`config.mk`:
```
export PLATFORM = sky130hd
export DESIGN_NAME = unicode_char_width_flat
export DESIGN_NICKNAME = d
export VERILOG_FILES = /design/src/rtl/ucw_pkg.sv /design/src/rtl/ucw_if.sv /design/src/rtl/ucw_classify.sv /design/src/rtl/unicode_char_width.sv /design/src/flat_wrapper.sv
export SDC_FILE = /design/constraint.sdc
export NUM_CORES = 1
export LEC_CHECK = 0
export ABC_CLOCK_PERIOD_IN_PS = 3400
export BUFFER_PORTS_ARGS = -buffer_cell sky130_fd_sc_hd__buf_2
export CORE_UTILIZATION = 23
export DETAILED_ROUTE_END_ITERATION = 8
export HOLD_SLACK_MARGIN = 0.02
export SETUP_SLACK_MARGIN = 0.5
export SYNTH_ARGS = -nofsm -noshare
export SYNTH_HDL_FRONTEND = slang
export SYNTH_SLANG_ARGS = --single-unit
```
`constraint.sdc`:
```
create_clock -name clk -period 3.4 [get_ports clk]
set_clock_uncertainty 0.1 [all_clocks]
set_input_delay 0.17 -clock clk [delete_from_list [all_inputs] [get_ports clk]]
set_output_delay 0.17 -clock clk [all_outputs]
set_load 0.02 [all_outputs]
```
`src/rtl/ucw_pkg.sv`:
```
// Package with the shared types, constants and the combining-range table of the width classifier.
package ucw_pkg;

  localparam int CP_W    = 21;
  localparam int WIDTH_W = 2;
  localparam int CFG_IDX_W = 2;
  localparam int ROM_SIZE  = 142;
  localparam int ROM_LEN_W = 8;
  localparam int ROM_ENTRY_W = CP_W + ROM_LEN_W;

  typedef logic [CP_W-1:0]        cp_t;
  typedef logic [WIDTH_W-1:0]     width_t;
  typedef logic [CFG_IDX_W-1:0]   cfg_idx_t;
  typedef logic [ROM_ENTRY_W-1:0] rom_entry_t;

  // Display widths.
  localparam width_t WIDTH_ZERO   = 2'd0;
  localparam width_t WIDTH_SINGLE = 2'd1;
  localparam width_t WIDTH_DOUBLE = 2'd2;

  // Configuration register indexes.
  localparam cfg_idx_t CFG_WIDE_ENABLE    = 2'd0;
  localparam cfg_idx_t CFG_EMOJI_WIDE     = 2'd1;
  localparam cfg_idx_t CFG_CJK_PLANE_WIDE = 2'd2;

  // Mode flags handed from the register block to the classifier.
  typedef struct packed {
    logic wide_enable;
    logic emoji_wide;
    logic cjk_plane_wide;
  } mode_t;

  // Combining ranges, each entry packed as first code point << 8 | (last - first).
  localparam rom_entry_t NONSPACING_ROM [ROM_SIZE] = '{
    29'h3006f, 29'h48303, 29'h48801, 29'h5912c, 29'h5bf00, 29'h5c101, 29'h5c401, 29'h5c700,
    29'h60003, 29'h61005, 29'h64b13, 29'h67000, 29'h6d60e, 29'h6e701, 29'h6ea03, 29'h70f00,
    29'h71100, 29'h7301a, 29'h7a60a, 29'h7eb08, 29'h90101, 29'h93c00, 29'h94107, 29'h94d00,
    29'h95103, 29'h96201, 29'h98100, 29'h9bc00, 29'h9c103, 29'h9cd00, 29'h9e201, 29'ha0101,
    29'ha3c00, 29'ha4101, 29'ha4701, 29'ha4b02, 29'ha7001, 29'ha8101, 29'habc00, 29'hac104,
    29'hac701, 29'hacd00, 29'hae201, 29'hb0100, 29'hb3c00, 29'hb3f00, 29'hb4102, 29'hb4d00,
    29'hb5600, 29'hb8200, 29'hbc000, 29'hbcd00, 29'hc3e02, 29'hc4602, 29'hc4a03, 29'hc5501,
    29'hcbc00, 29'hcbf00, 29'hcc600, 29'hccc01, 29'hce201, 29'hd4102, 29'hd4d00, 29'hdca00,
    29'hdd202, 29'hdd600, 29'he3100, 29'he3406, 29'he4707, 29'heb100, 29'heb405, 29'hebb01,
    29'hec805, 29'hf1801, 29'hf3500, 29'hf3700, 29'hf3900, 29'hf710d, 29'hf8004, 29'hf8601,
    29'hf9007, 29'hf9923, 29'hfc600,
    29'h102d03, 29'h103200, 29'h103601, 29'h103900, 29'h105801, 29'h11609f, 29'h135f00,
    29'h171202, 29'h173202, 29'h175201, 29'h177201, 29'h17b401, 29'h17b706, 29'h17c600,
    29'h17c90a, 29'h17dd00, 29'h180b02, 29'h18a900, 29'h192002, 29'h192701, 29'h193200,
    29'h193902, 29'h1a1701, 29'h1b0003, 29'h1b3400, 29'h1b3604, 29'h1b3c00, 29'h1b4200,
    29'h1b6b08, 29'h1dc00a, 29'h1dfe01, 29'h200b04, 29'h202a04, 29'h206003, 29'h206a05,
    29'h20d01f, 29'h302a05, 29'h309901, 29'ha80600, 29'ha80b00, 29'ha82501, 29'hfb1e00,
    29'hfe000f, 29'hfe2003, 29'hfeff00, 29'hfff902,
    29'h10a0102, 29'h10a0501, 29'h10a0c03, 29'h10a3802, 29'h10a3f00, 29'h1d16702,
    29'h1d1730f, 29'h1d18506, 29'h1d1aa03, 29'h1d24202, 29'he000100, 29'he00205f,
    29'he0100ef
  };

endpackage

```
`src/rtl/ucw_if.sv`:
```
// Interfaces for the code point, width and configuration channels.
interface ucw_cp_if;
  logic            valid;
  logic            ready;
  ucw_pkg::cp_t    code_point;

  modport source (output valid, output code_point, input ready);
  modport sink   (input valid, input code_point, output ready);
  modport mon    (input valid, input code_point, input ready);
endinterface

interface ucw_width_if;
  logic            valid;
  logic            ready;
  ucw_pkg::width_t width;

  modport source (output valid, output width, input ready);
  modport sink   (input valid, input width, output ready);
  modport mon    (input valid, input width, input ready);
endinterface

interface ucw_cfg_if;
  logic              valid;
  logic              ready;
  ucw_pkg::cfg_idx_t index;
  logic              data;

  modport source (output valid, output index, output data, input ready);
  modport sink   (input valid, input index, input data, output ready);
  modport mon    (input valid, input index, input data, input ready);
endinterface

```
`src/rtl/ucw_classify.sv`:
```
// Combinational display-width classifier for one code point.
module ucw_classify (
  input  ucw_pkg::cp_t    code_point,
  input  ucw_pkg::mode_t  mode,
  output ucw_pkg::width_t width
);

  logic [ucw_pkg::ROM_SIZE-1:0] hit;
  logic                         nonspacing;
  logic                         wide;
  logic                         is_control;

  // Every range is compared in parallel; the table is constant so the bounds fold away.
  always_comb begin
    for (int i = 0; i < ucw_pkg::ROM_SIZE; i++) begin
      logic [ucw_pkg::CP_W:0] first;
      logic [ucw_pkg::CP_W:0] last;
      first = {1'b0, ucw_pkg::NONSPACING_ROM[i][ucw_pkg::ROM_ENTRY_W-1:ucw_pkg::ROM_LEN_W]};
      last  = first + {{(ucw_pkg::CP_W + 1 - ucw_pkg::ROM_LEN_W){1'b0}},
                       ucw_pkg::NONSPACING_ROM[i][ucw_pkg::ROM_LEN_W-1:0]};
      hit[i] = ({1'b0, code_point} >= first) && ({1'b0, code_point} <= last);
    end
  end

  assign nonspacing = |hit;

  assign is_control = (code_point < 21'h20) || (code_point == 21'h7f);

  assign wide =
      (code_point >= 21'h1100 && code_point <= 21'h115f) ||
      (code_point == 21'h2329 || code_point == 21'h232a) ||
      (code_point >= 21'h2e80 && code_point <= 21'ha4cf && code_point != 21'h303f) ||
      (code_point >= 21'hac00 && code_point <= 21'hd7a3) ||
      (code_point >= 21'hf900 && code_point <= 21'hfaff) ||
      (code_point >= 21'hfe10 && code_point <= 21'hfe19) ||
      (code_point >= 21'hfe30 && code_point <= 21'hfe6f) ||
      (code_point >= 21'hff00 && code_point <= 21'hff60) ||
      (code_point >= 21'hffe0 && code_point <= 21'hffe6) ||
      (mode.emoji_wide && code_point >= 21'h1f18e && code_point <= 21'h1f9ff) ||
      (mode.cjk_plane_wide &&
       ((code_point >= 21'h20000 && code_point <= 21'h2fffd) ||
        (code_point >= 21'h30000 && code_point <= 21'h3fffd)));

  always_comb begin
    if (code_point == '0) begin
      width = ucw_pkg::WIDTH_ZERO;
    end else if (is_control) begin
      width = ucw_pkg::WIDTH_DOUBLE;
    end else if (nonspacing) begin
      width = ucw_pkg::WIDTH_ZERO;
    end else if (!mode.wide_enable) begin
      width = ucw_pkg::WIDTH_SINGLE;
    end else if (wide) begin
      width = ucw_pkg::WIDTH_DOUBLE;
    end else begin
      width = ucw_pkg::WIDTH_SINGLE;
    end
  end

endmodule

```
`src/rtl/unicode_char_width.sv`:
```
// Top level of the Unicode display-width classifier.
//
// Each code_point transaction on in_chan yields exactly one width transaction
// on out_chan, in order: 0 for code point zero and for combining or format
// characters, 2 for C0 controls and DEL (shown as caret pairs), otherwise 1,
// or 2 for East Asian wide characters when wide_enable is set, with the emoji
// block and the supplementary CJK planes widened only under their own flags.
// The block has two register stages: a code point is captured in the input
// stage, classified by one pass of combinational range compares, and the
// width lands in the output register, which drives out_chan.valid. A new
// transaction is accepted every cycle as long as the output side keeps
// taking results; a waiting result in the output register does not stop
// the input stage from holding one more item.
// Configuration writes on cfg_chan are always accepted and must only be
// issued while no transaction is in flight.
module unicode_char_width (
  input  logic       clk,
  input  logic       rst_n,
  ucw_cp_if.sink     in_chan,
  ucw_width_if.source out_chan,
  ucw_cfg_if.sink    cfg_chan
);

  // Mode registers, written through the configuration channel.
  ucw_pkg::mode_t mode_r;
  ucw_pkg::mode_t mode_nxt;

  // Input stage holds one accepted code point.
  logic           s1_valid_r;
  logic           s1_valid_nxt;
  ucw_pkg::cp_t   s1_cp_r;
  ucw_pkg::cp_t   s1_cp_nxt;

  // Output register holds one finished width.
  logic            out_valid_r;
  logic            out_valid_nxt;
  ucw_pkg::width_t out_width_r;
  ucw_pkg::width_t out_width_nxt;

  ucw_pkg::width_t class_width;
  logic            s1_move;
  logic            in_accept;

  // The input stage may advance whenever the output register is empty or is
  // being emptied in this cycle.
  assign s1_move   = !out_valid_r || out_chan.ready;
  assign in_chan.ready = !s1_valid_r || s1_move;
  assign in_accept = in_chan.valid && in_chan.ready;

  assign cfg_chan.ready = 1'b1;

  assign out_chan.valid = out_valid_r;
  assign out_chan.width = out_width_r;

  ucw_classify u_classify (
    .code_point (s1_cp_r),
    .mode       (mode_r),
    .width      (class_width)
  );

  // Only bit 0 of a write is kept; an index past the last register is dropped.
  always_comb begin
    mode_nxt = mode_r;
    if (cfg_chan.valid) begin
      case (cfg_chan.index)
        ucw_pkg::CFG_WIDE_ENABLE:    mode_nxt.wide_enable    = cfg_chan.data;
        ucw_pkg::CFG_EMOJI_WIDE:     mode_nxt.emoji_wide     = cfg_chan.data;
        ucw_pkg::CFG_CJK_PLANE_WIDE: mode_nxt.cjk_plane_wide = cfg_chan.data;
        default:                     mode_nxt = mode_r;
      endcase
    end
  end

  always_comb begin
    s1_valid_nxt = s1_valid_r;
    s1_cp_nxt    = s1_cp_r;
    if (in_accept) begin
      s1_valid_nxt = 1'b1;
      s1_cp_nxt    = in_chan.code_point;
    end else if (s1_move) begin
      s1_valid_nxt = 1'b0;
    end
  end

  always_comb begin
    out_valid_nxt = out_valid_r;
    out_width_nxt = out_width_r;
    if (s1_move) begin
      out_valid_nxt = s1_valid_r;
      if (s1_valid_r) begin
        out_width_nxt = class_width;
      end
    end
  end

  always_ff @(posedge clk) begin
    if (!rst_n) begin
      mode_r      <= '0;
      s1_valid_r  <= 1'b0;
      out_valid_r <= 1'b0;
    end else begin
      mode_r      <= mode_nxt;
      s1_valid_r  <= s1_valid_nxt;
      out_valid_r <= out_valid_nxt;
    end
  end

  // Payload registers carry no reset.
  always_ff @(posedge clk) begin
    s1_cp_r     <= s1_cp_nxt;
    out_width_r <= out_width_nxt;
  end

endmodule

```
`src/flat_wrapper.sv`:
```
// flat-port wrapper written by rule: the top's interface ports become plain ports
module unicode_char_width_flat 
  (clk, rst_n, in_chan_valid, in_chan_code_point, in_chan_ready, out_chan_valid, out_chan_width, out_chan_ready, cfg_chan_valid, cfg_chan_index, cfg_chan_data, cfg_chan_ready);
  ucw_cp_if in_chan_i ();
  ucw_width_if out_chan_i ();
  ucw_cfg_if cfg_chan_i ();
  input  logic clk;
  input  logic rst_n;
  input wire logic [$bits(in_chan_i.valid)-1:0] in_chan_valid;
  input wire logic [$bits(in_chan_i.code_point)-1:0] in_chan_code_point;
  output wire logic [$bits(in_chan_i.ready)-1:0] in_chan_ready;
  output wire logic [$bits(out_chan_i.valid)-1:0] out_chan_valid;
  output wire logic [$bits(out_chan_i.width)-1:0] out_chan_width;
  input wire logic [$bits(out_chan_i.ready)-1:0] out_chan_ready;
  input wire logic [$bits(cfg_chan_i.valid)-1:0] cfg_chan_valid;
  input wire logic [$bits(cfg_chan_i.index)-1:0] cfg_chan_index;
  input wire logic [$bits(cfg_chan_i.data)-1:0] cfg_chan_data;
  output wire logic [$bits(cfg_chan_i.ready)-1:0] cfg_chan_ready;
  assign in_chan_i.valid = in_chan_valid;
  assign in_chan_i.code_point = in_chan_code_point;
  assign in_chan_ready = in_chan_i.ready;
  assign out_chan_valid = out_chan_i.valid;
  assign out_chan_width = out_chan_i.width;
  assign out_chan_i.ready = out_chan_ready;
  assign cfg_chan_i.valid = cfg_chan_valid;
  assign cfg_chan_i.index = cfg_chan_index;
  assign cfg_chan_i.data = cfg_chan_data;
  assign cfg_chan_ready = cfg_chan_i.ready;
  unicode_char_width u_core (.clk(clk), .rst_n(rst_n), .in_chan(in_chan_i), .out_chan(out_chan_i), .cfg_chan(cfg_chan_i));
endmodule
```
== Word level (Yosys, flattened, before mapping) ==
Index checks and enable logic that the tools add are counted.

* Register bits after elaboration: 28
* Input port bits: 29
* Output and inout port bits: 5
* Word-level logic and storage cells: 510

* Order comparisons: 307
* Equality and inequality tests: 6
* Muxes and demuxes: 6
* Reductions and logical operators: 183

{| class="wikitable"
|+ Operator list
! cell !! count
|-
| greater-or-equal comparator 21 x 12 -> 1 bit, second input constant || 63
|-
| <= comparator 21 x 12 -> 1 bit, second input constant || 63
|-
| greater-or-equal comparator 21 x 13 -> 1 bit, second input constant || 32
|-
| <= comparator 21 x 13 -> 1 bit, second input constant || 32
|-
| greater-or-equal comparator 21 x 11 -> 1 bit, second input constant || 19
|-
| <= comparator 21 x 11 -> 1 bit, second input constant || 19
|-
| <= comparator 21 x 16 -> 1 bit, second input constant || 15
|-
| greater-or-equal comparator 21 x 16 -> 1 bit, second input constant || 14
|-
| greater-or-equal comparator 21 x 17 -> 1 bit, second input constant || 11
|-
| <= comparator 21 x 17 -> 1 bit, second input constant || 11
|-
| greater-or-equal comparator 21 x 14 -> 1 bit, second input constant || 8
|-
| logical AND 1 bit || 157
|-
| <= comparator 21 x 14 -> 1 bit, second input constant || 7
|-
| OR reduction 144 bit || 1
|-
| OR reduction 142 bit || 1
|-
| greater-or-equal comparator 21 x 20 -> 1 bit, second input constant || 3
|-
| <= comparator 21 x 20 -> 1 bit, second input constant || 3
|-
| equality test 21 x 14 -> 1 bit, second input constant || 2
|-
| greater-or-equal comparator 21 x 18 -> 1 bit, second input constant || 2
|-
| <= comparator 21 x 18 -> 1 bit, second input constant || 2
|-
| equality test 21 x 7 -> 1 bit, second input constant || 1
|-
| greater-or-equal comparator 21 x 10 -> 1 bit, second input constant || 1
|-
| <= comparator 21 x 10 -> 1 bit, second input constant || 1
|-
| logical NOT 21 bit || 1
|-
| other kinds (11) || 33
|}

== Depth between registers and ports, before layout ==
* Word-level depth: 16
* Mapped depth: 13
* Gate-level depth less buffers: 9

== Cells and area by module ==
Synthesis repeated with hierarchy kept, for this count alone.

* Cells, all modules: 1013
* Area total of the unflattened synthesis: 6896.6 µm²

{| class="wikitable"
|+ Modules (own cells, without submodules)
! module !! instances !! cells an instance !! area an instance (µm²)
|-
| ucw_classify || 1 || 966 || 5958.2
|-
| unicode_char_width || 1 || 47 || 938.4
|}

== Worst setup path before layout ==
No wires, ideal clock.

* Kind: flip-flop to flip-flop
* Start point: reg u_core.s1_cp_r[17]
* End point: reg u_core.out_width_r[1] (netlist: u_core.out_chan.width[1]) (data pin)
* Setup time: 0.149 ns
* Arrival: 2.627 ns
* Slack: 0.524 ns
* Stages on the path, launching flop included: 11
* Buffers on the path: 1
* Clock period less this slack: 2.876 ns
* Cells stage by stage: edfxtp_1 or4_4 buf_6 nor4_4 o21ai_2 a21oi_2 o22ai_1 nor4_2 nand4_1 nor4_2 nor3b_2

* Longest elaborated chain between the ends: 16

{| class="wikitable"
|+ Ends and longest elaborated chain
! item !! RTL line !! RTL
|-
| start: declaration || unicode_char_width.sv:31 || <nowiki>ucw_pkg::cp_t s1_cp_r;</nowiki>
|-
| start signal: assignment || unicode_char_width.sv:110 || <nowiki>s1_cp_r <= s1_cp_nxt;</nowiki>
|-
| greater-or-equal comparator 21 x 13 -> 1 bit (tied with other cells) || ucw_classify.sv:30 || <nowiki>(code_point >= 21'h1100 && code_point <= 21'h115f) ||</nowiki>
|-
| logical AND 1 bit (tied with other cells) || ucw_classify.sv:30 ||
|-
| logical OR 1 bit or logical AND 1 bit (tied branches) || ucw_classify.sv:30, ucw_classify.sv:32 ||
|-
| logical OR 1 bit || ucw_classify.sv:31 || <nowiki>(code_point == 21'h2329 || code_point == 21'h232a) ||</nowiki>
|-
| logical OR 1 bit || ucw_classify.sv:32 || <nowiki>(code_point >= 21'h2e80 && code_point <= 21'ha4cf && code_point != 21'h303f) ||</nowiki>
|-
| logical OR 1 bit || ucw_classify.sv:33 || <nowiki>(code_point >= 21'hac00 && code_point <= 21'hd7a3) ||</nowiki>
|-
| logical OR 1 bit || ucw_classify.sv:34 || <nowiki>(code_point >= 21'hf900 && code_point <= 21'hfaff) ||</nowiki>
|-
| logical OR 1 bit || ucw_classify.sv:35 || <nowiki>(code_point >= 21'hfe10 && code_point <= 21'hfe19) ||</nowiki>
|-
| logical OR 1 bit || ucw_classify.sv:36 || <nowiki>(code_point >= 21'hfe30 && code_point <= 21'hfe6f) ||</nowiki>
|-
| logical OR 1 bit || ucw_classify.sv:37 || <nowiki>(code_point >= 21'hff00 && code_point <= 21'hff60) ||</nowiki>
|-
| logical OR 1 bit || ucw_classify.sv:38 || <nowiki>(code_point >= 21'hffe0 && code_point <= 21'hffe6) ||</nowiki>
|-
| logical OR 1 bit || ucw_classify.sv:39 || <nowiki>(mode.emoji_wide && code_point >= 21'h1f18e && code_point <= 21'h1f9ff) ||</nowiki>
|-
| 2-to-1 mux 2 bit || ucw_classify.sv:53 || <nowiki>end else if (wide) begin</nowiki>
|-
| 2-to-1 mux 2 bit || ucw_classify.sv:51 || <nowiki>end else if (!mode.wide_enable) begin</nowiki>
|-
| 2-to-1 mux 2 bit || ucw_classify.sv:49 || <nowiki>end else if (nonspacing) begin</nowiki>
|-
| 2-to-1 mux 2 bit || ucw_classify.sv:47 || <nowiki>end else if (is_control) begin</nowiki>
|-
| end signal: assignment || unicode_char_width.sv:111 || <nowiki>out_width_r <= out_width_nxt;</nowiki>
|-
| end: declaration || unicode_char_width.sv:37 || <nowiki>ucw_pkg::width_t out_width_r;</nowiki>
|}

Parallel ways exist; a longest one is shown, timed or not.
A chain may end at the register's enable or synchronous reset.

== Final worst setup path ==
* Start point: reg u_core.s1_cp_r[5]
* End point: reg u_core.out_width_r[1] (netlist: u_core.out_chan.width[1]) (data pin)

Same word-level chain as after synthesis.

==> summary.md <==
| Metric | Value |
|---|---|
| Outcome | `finished with violations` |
| Failing checks | `negative setup slack` |
| Post-Place Cells | `1706` |
| Prevailing post-synth register cell | `edfxtp_1` |
| F_max | `287 MHz` |
| Skew-Pair Late Insertion Delay | `0.28 ns` |
| Final setup viols | `2` |
| Post-route setup slack | `-0.0856 ns` |
| Non-filler cells in the finished layout | `1753` |
| Max cap viols | `0` |
| Startpoint types | `flip-flop` |
| Unrepaired setup endpoints after global routing | `yes` |
| Vias per cell | `6.64` |
| Largest net degree at the start of global routing | `23` |
| Clk buf depth | `2` |
| Routed WL | `65200 µm` |
| Synth area leaders | `edfxtp_1 11%, a21oi_1 6.0%, nand2_1 5.6%` |
| Crit Path Max Fanout | `14` |
| Die width | `170 µm` |
| PwrDens | `157 nW/µm²` |
| Seq/Total Area, Yosys | `12.1%` |
| Hold/Removal Path Class | `input port to flip-flop` |
| Worst VDD drop | `0.379 mV` |
| Gr usage total | `44.8%` |
| Vert. Die Dim | `170 µm` |
| WL/cell | `37.2 µm` |
| CTS buffer count | `3` |
| Layout Nets | `1403` |
| Die ar. | `29000 µm²` |
| CTS root buffer | `clkbuf_16` |
| Post-synth top area share | `10.6%` |
| Vias | `11600` |
| Leakage | `4.10 nW` |
| CP arrival | `3.52 ns` |
| Synthesized area | `6510 µm²` |
| Placement Rows | `61` |
| CTS Sinks | `28` |
| I/O pin cnt | `34` |
| Warnings, synthesis | `0` |
| Critical path class | `flip-flop to flip-flop` |
| Layout area overhead | `68.8%` |
| Antenna Violating Nets Remaining | `0` |
| Period utilization | `103%` |
| Core area | `27800 µm²` |
| Register-to-Register Setup Slack | `-0.09 ns` |
| Post-route cell area | `11000 µm²` |
| Mean post-synth cell area | `6.62 µm²` |
| Number of global-route vias before repair | `11000` |
| DRT iter0 DRCs | `2000` |
| First-pass GRT wire length | `87900 µm` |
| Ys async rst share | `0%` |
| Synthesis-stage register bit count | `28` |
| EDFF count, synth | `23` |
| Yosys top cell by area | `edfxtp_1` |
| Drt pass-1 iters | `6` |
| Starting Density | `23.4%` |
| Worst-path clk slew | `0.07 ns` |
| TritonCTS clock tree | `built` |
| Syn nets | `1013` |
| Final Critical Period | `3.49 ns` |
| H-tree depth | `1` |
| Normalized max-slew margin | `35.0%` |
| Initial antenna violation count | `5` |
| Mapped Cells | `984` |
| IO buf count | `32` |
| CP Capture Type | `flip-flop` |
| Max-slew violations | `0` |
| Share of cells above drive strength 1 | `41.7%` |
| GPL Wtd Cong | `1.12` |
| Yosys cell types | `89` |
| Placed Area | `10000 µm²` |
| Worst-Margin Slew | `0.975 ns` |
| Detailed placer's ending HPWL | `54000 µm` |
| Final Hold Viols | `0` |
| CP Data Required Time | `3.43 ns` |
| Grt ovf | `0` |
| Min Hold Slack | `0.0386 ns` |
| DRC viols | `0` |
-- report_power, final --
group	switching, W	total, W	leakage [nW]	internal, W
clock network	0.000130	0.000335	0.0493	0.000206
registers	0.0000147	0.000407	0.263	0.000392
logic	0.000608	0.000980	3.79	0.000372
-- cell usage after synthesis, types with 5 or more instances --
cell / count
nand2_1: 98
nor2_1: 85
a21oi_1: 78
nor3_1: 51
clkbuf_1: 50
nand3_1: 48
nor4_1: 46
o21ai_0: 41
buf_2: 36
nand4_1: 33
o22ai_1: 25
edfxtp_1: 23
nor2b_1: 19
a31oi_1: 16
and2_1: 15
a2111oi_0: 14
nand4b_1: 14
o2111ai_1: 14
a211oi_1: 13
and3_1: 11
nor4bb_1: 11
or2_2: 11
or3_1: 11
or4_1: 11
nor4b_1: 9
and4b_1: 8
nand2b_1: 8
o211ai_1: 8
o21a_1: 8
a22oi_1: 7
buf_1: 7
o221ai_1: 7
o32a_1: 7
o32ai_1: 7
nand3b_1: 6
nor3b_1: 6
a32oi_1: 5
and4_1: 5
dfxtp_1: 5
o21ai_1: 5
o31ai_1: 5
-- flip-flops by register name (all words and copies together), names as in the netlist --
register and cells:
u_core.mode_r 3, u_core.out_chan.width 2, u_core.s1_valid_r 1, u_core.out_chan.valid 1
u_core.s1_cp_r 21
-- cell families (layout without fill, tap and decap cells) --
family,after synthesis,in the layout,synth area share [%]
AOI/OAI and AO/OA,311,311,32.6
buffers and inverters,105,494,7.22
DFF,28,28,12.1
muxes,3,3,0.461
other,1,3,0.0576
and+or+nand+nor,536,536,47.6
-- critical path, stage by stage (launching register included) --
cell and delay [ns]:
edfxtp_1 0.48, buf_4 0.19, buf_4 0.24, buf_4 0.25, nor2b_1 0.10, nand3b_1 0.12, nor2_1 0.08, buf_4 0.15
a2bb2oi_1 0.25, o22ai_1 0.19, nor4_1 0.33, nand4_1 0.25, nor4_4 0.38, nor3b_2 0.22
-- what timing repair did --
| action | in CTS | in global routing |
|---|---|---|
| hold endpoints to repair | 21 | 0 |
| resized for setup | 56 | 49 |
| endpoints found under the setup margin | 2 | 2 |
| pin swaps | 16 | 20 |
| buffers inserted | 15 | 5 |
| hold buffers | 21 | 0 |
-- layout make-up --
cell class / instances / area (µm²)
Fill cell: 3000 / 16800
Multi-Input combinational cell: 851 / 5700
Timing Repair Buffer: 484 / 3900
Sequential cell: 28 / 791
Tap cell: 378 / 473
Clock buffer: 4 / 100
Inverter: 6 / 22.5
Antenna cell: 2 / 5.00
-- routing by layer --
metal / track usage (%) / share of wire (%) / vias to the layer above
li1: - / - / 4713
met1: 55.7 / 38 / 5635
met2: 68.1 / 42 / 986
met3: 9.30 / 11 / 304
met4: 32.7 / 9.2 / 6
met5: 0 / 0.052 / -
-- placed cells by master, fill, tap and decap left out, drive strengths merged, types with 6 or more instances in the layout --
master         n
a2111oi       14
a211oi        13
a21oi         79
a22oi          7
a31oi         16
and2          16
and3          11
and4b          8
buf          463
dlygate4sd3   21
edfxtp        23
nand2         98
nand2b         8
nand3         49
nand3b         6
nand4         33
nand4b        14
nor2          86
nor2b         19
nor3          52
nor3b          7
nor4          52
nor4b         11
nor4bb        11
o2111ai       14
o211ai         8
o21a           8
o21ai         48
o221ai         7
o22ai         25
o31ai          6
o32a           7
o32ai          7
or2           13
or3           11
or4           14
-- worst paths after layout --
path                              end               from  cells past startpoint
max          u_core.out_chan.width[1]  u_core.s1_cp_r[5]                     13
min                 u_core.s1_valid_r      in_chan_valid                      3
max reg2reg  u_core.out_chan.width[1]  u_core.s1_cp_r[5]                     13
min reg2reg     u_core.out_chan.valid  u_core.s1_valid_r                      1
-- through the flow --
step                      setup WS, ns  TNS (ns)  utilization (%)  power (W)
after CTS                      -0.0549   -0.0549             38.6    0.00166
after global routing            -0.130    -0.192             39.5    0.00174
after global placement          -0.674     -1.27             36.1    0.00129
final                          -0.0856   -0.0905             39.6    0.00172
after detailed placement        -0.489    -0.890             36.1    0.00127
after floorplan                  0.524         0                -   0.000730
Note: power is estimated with default switching activity, not from simulation.
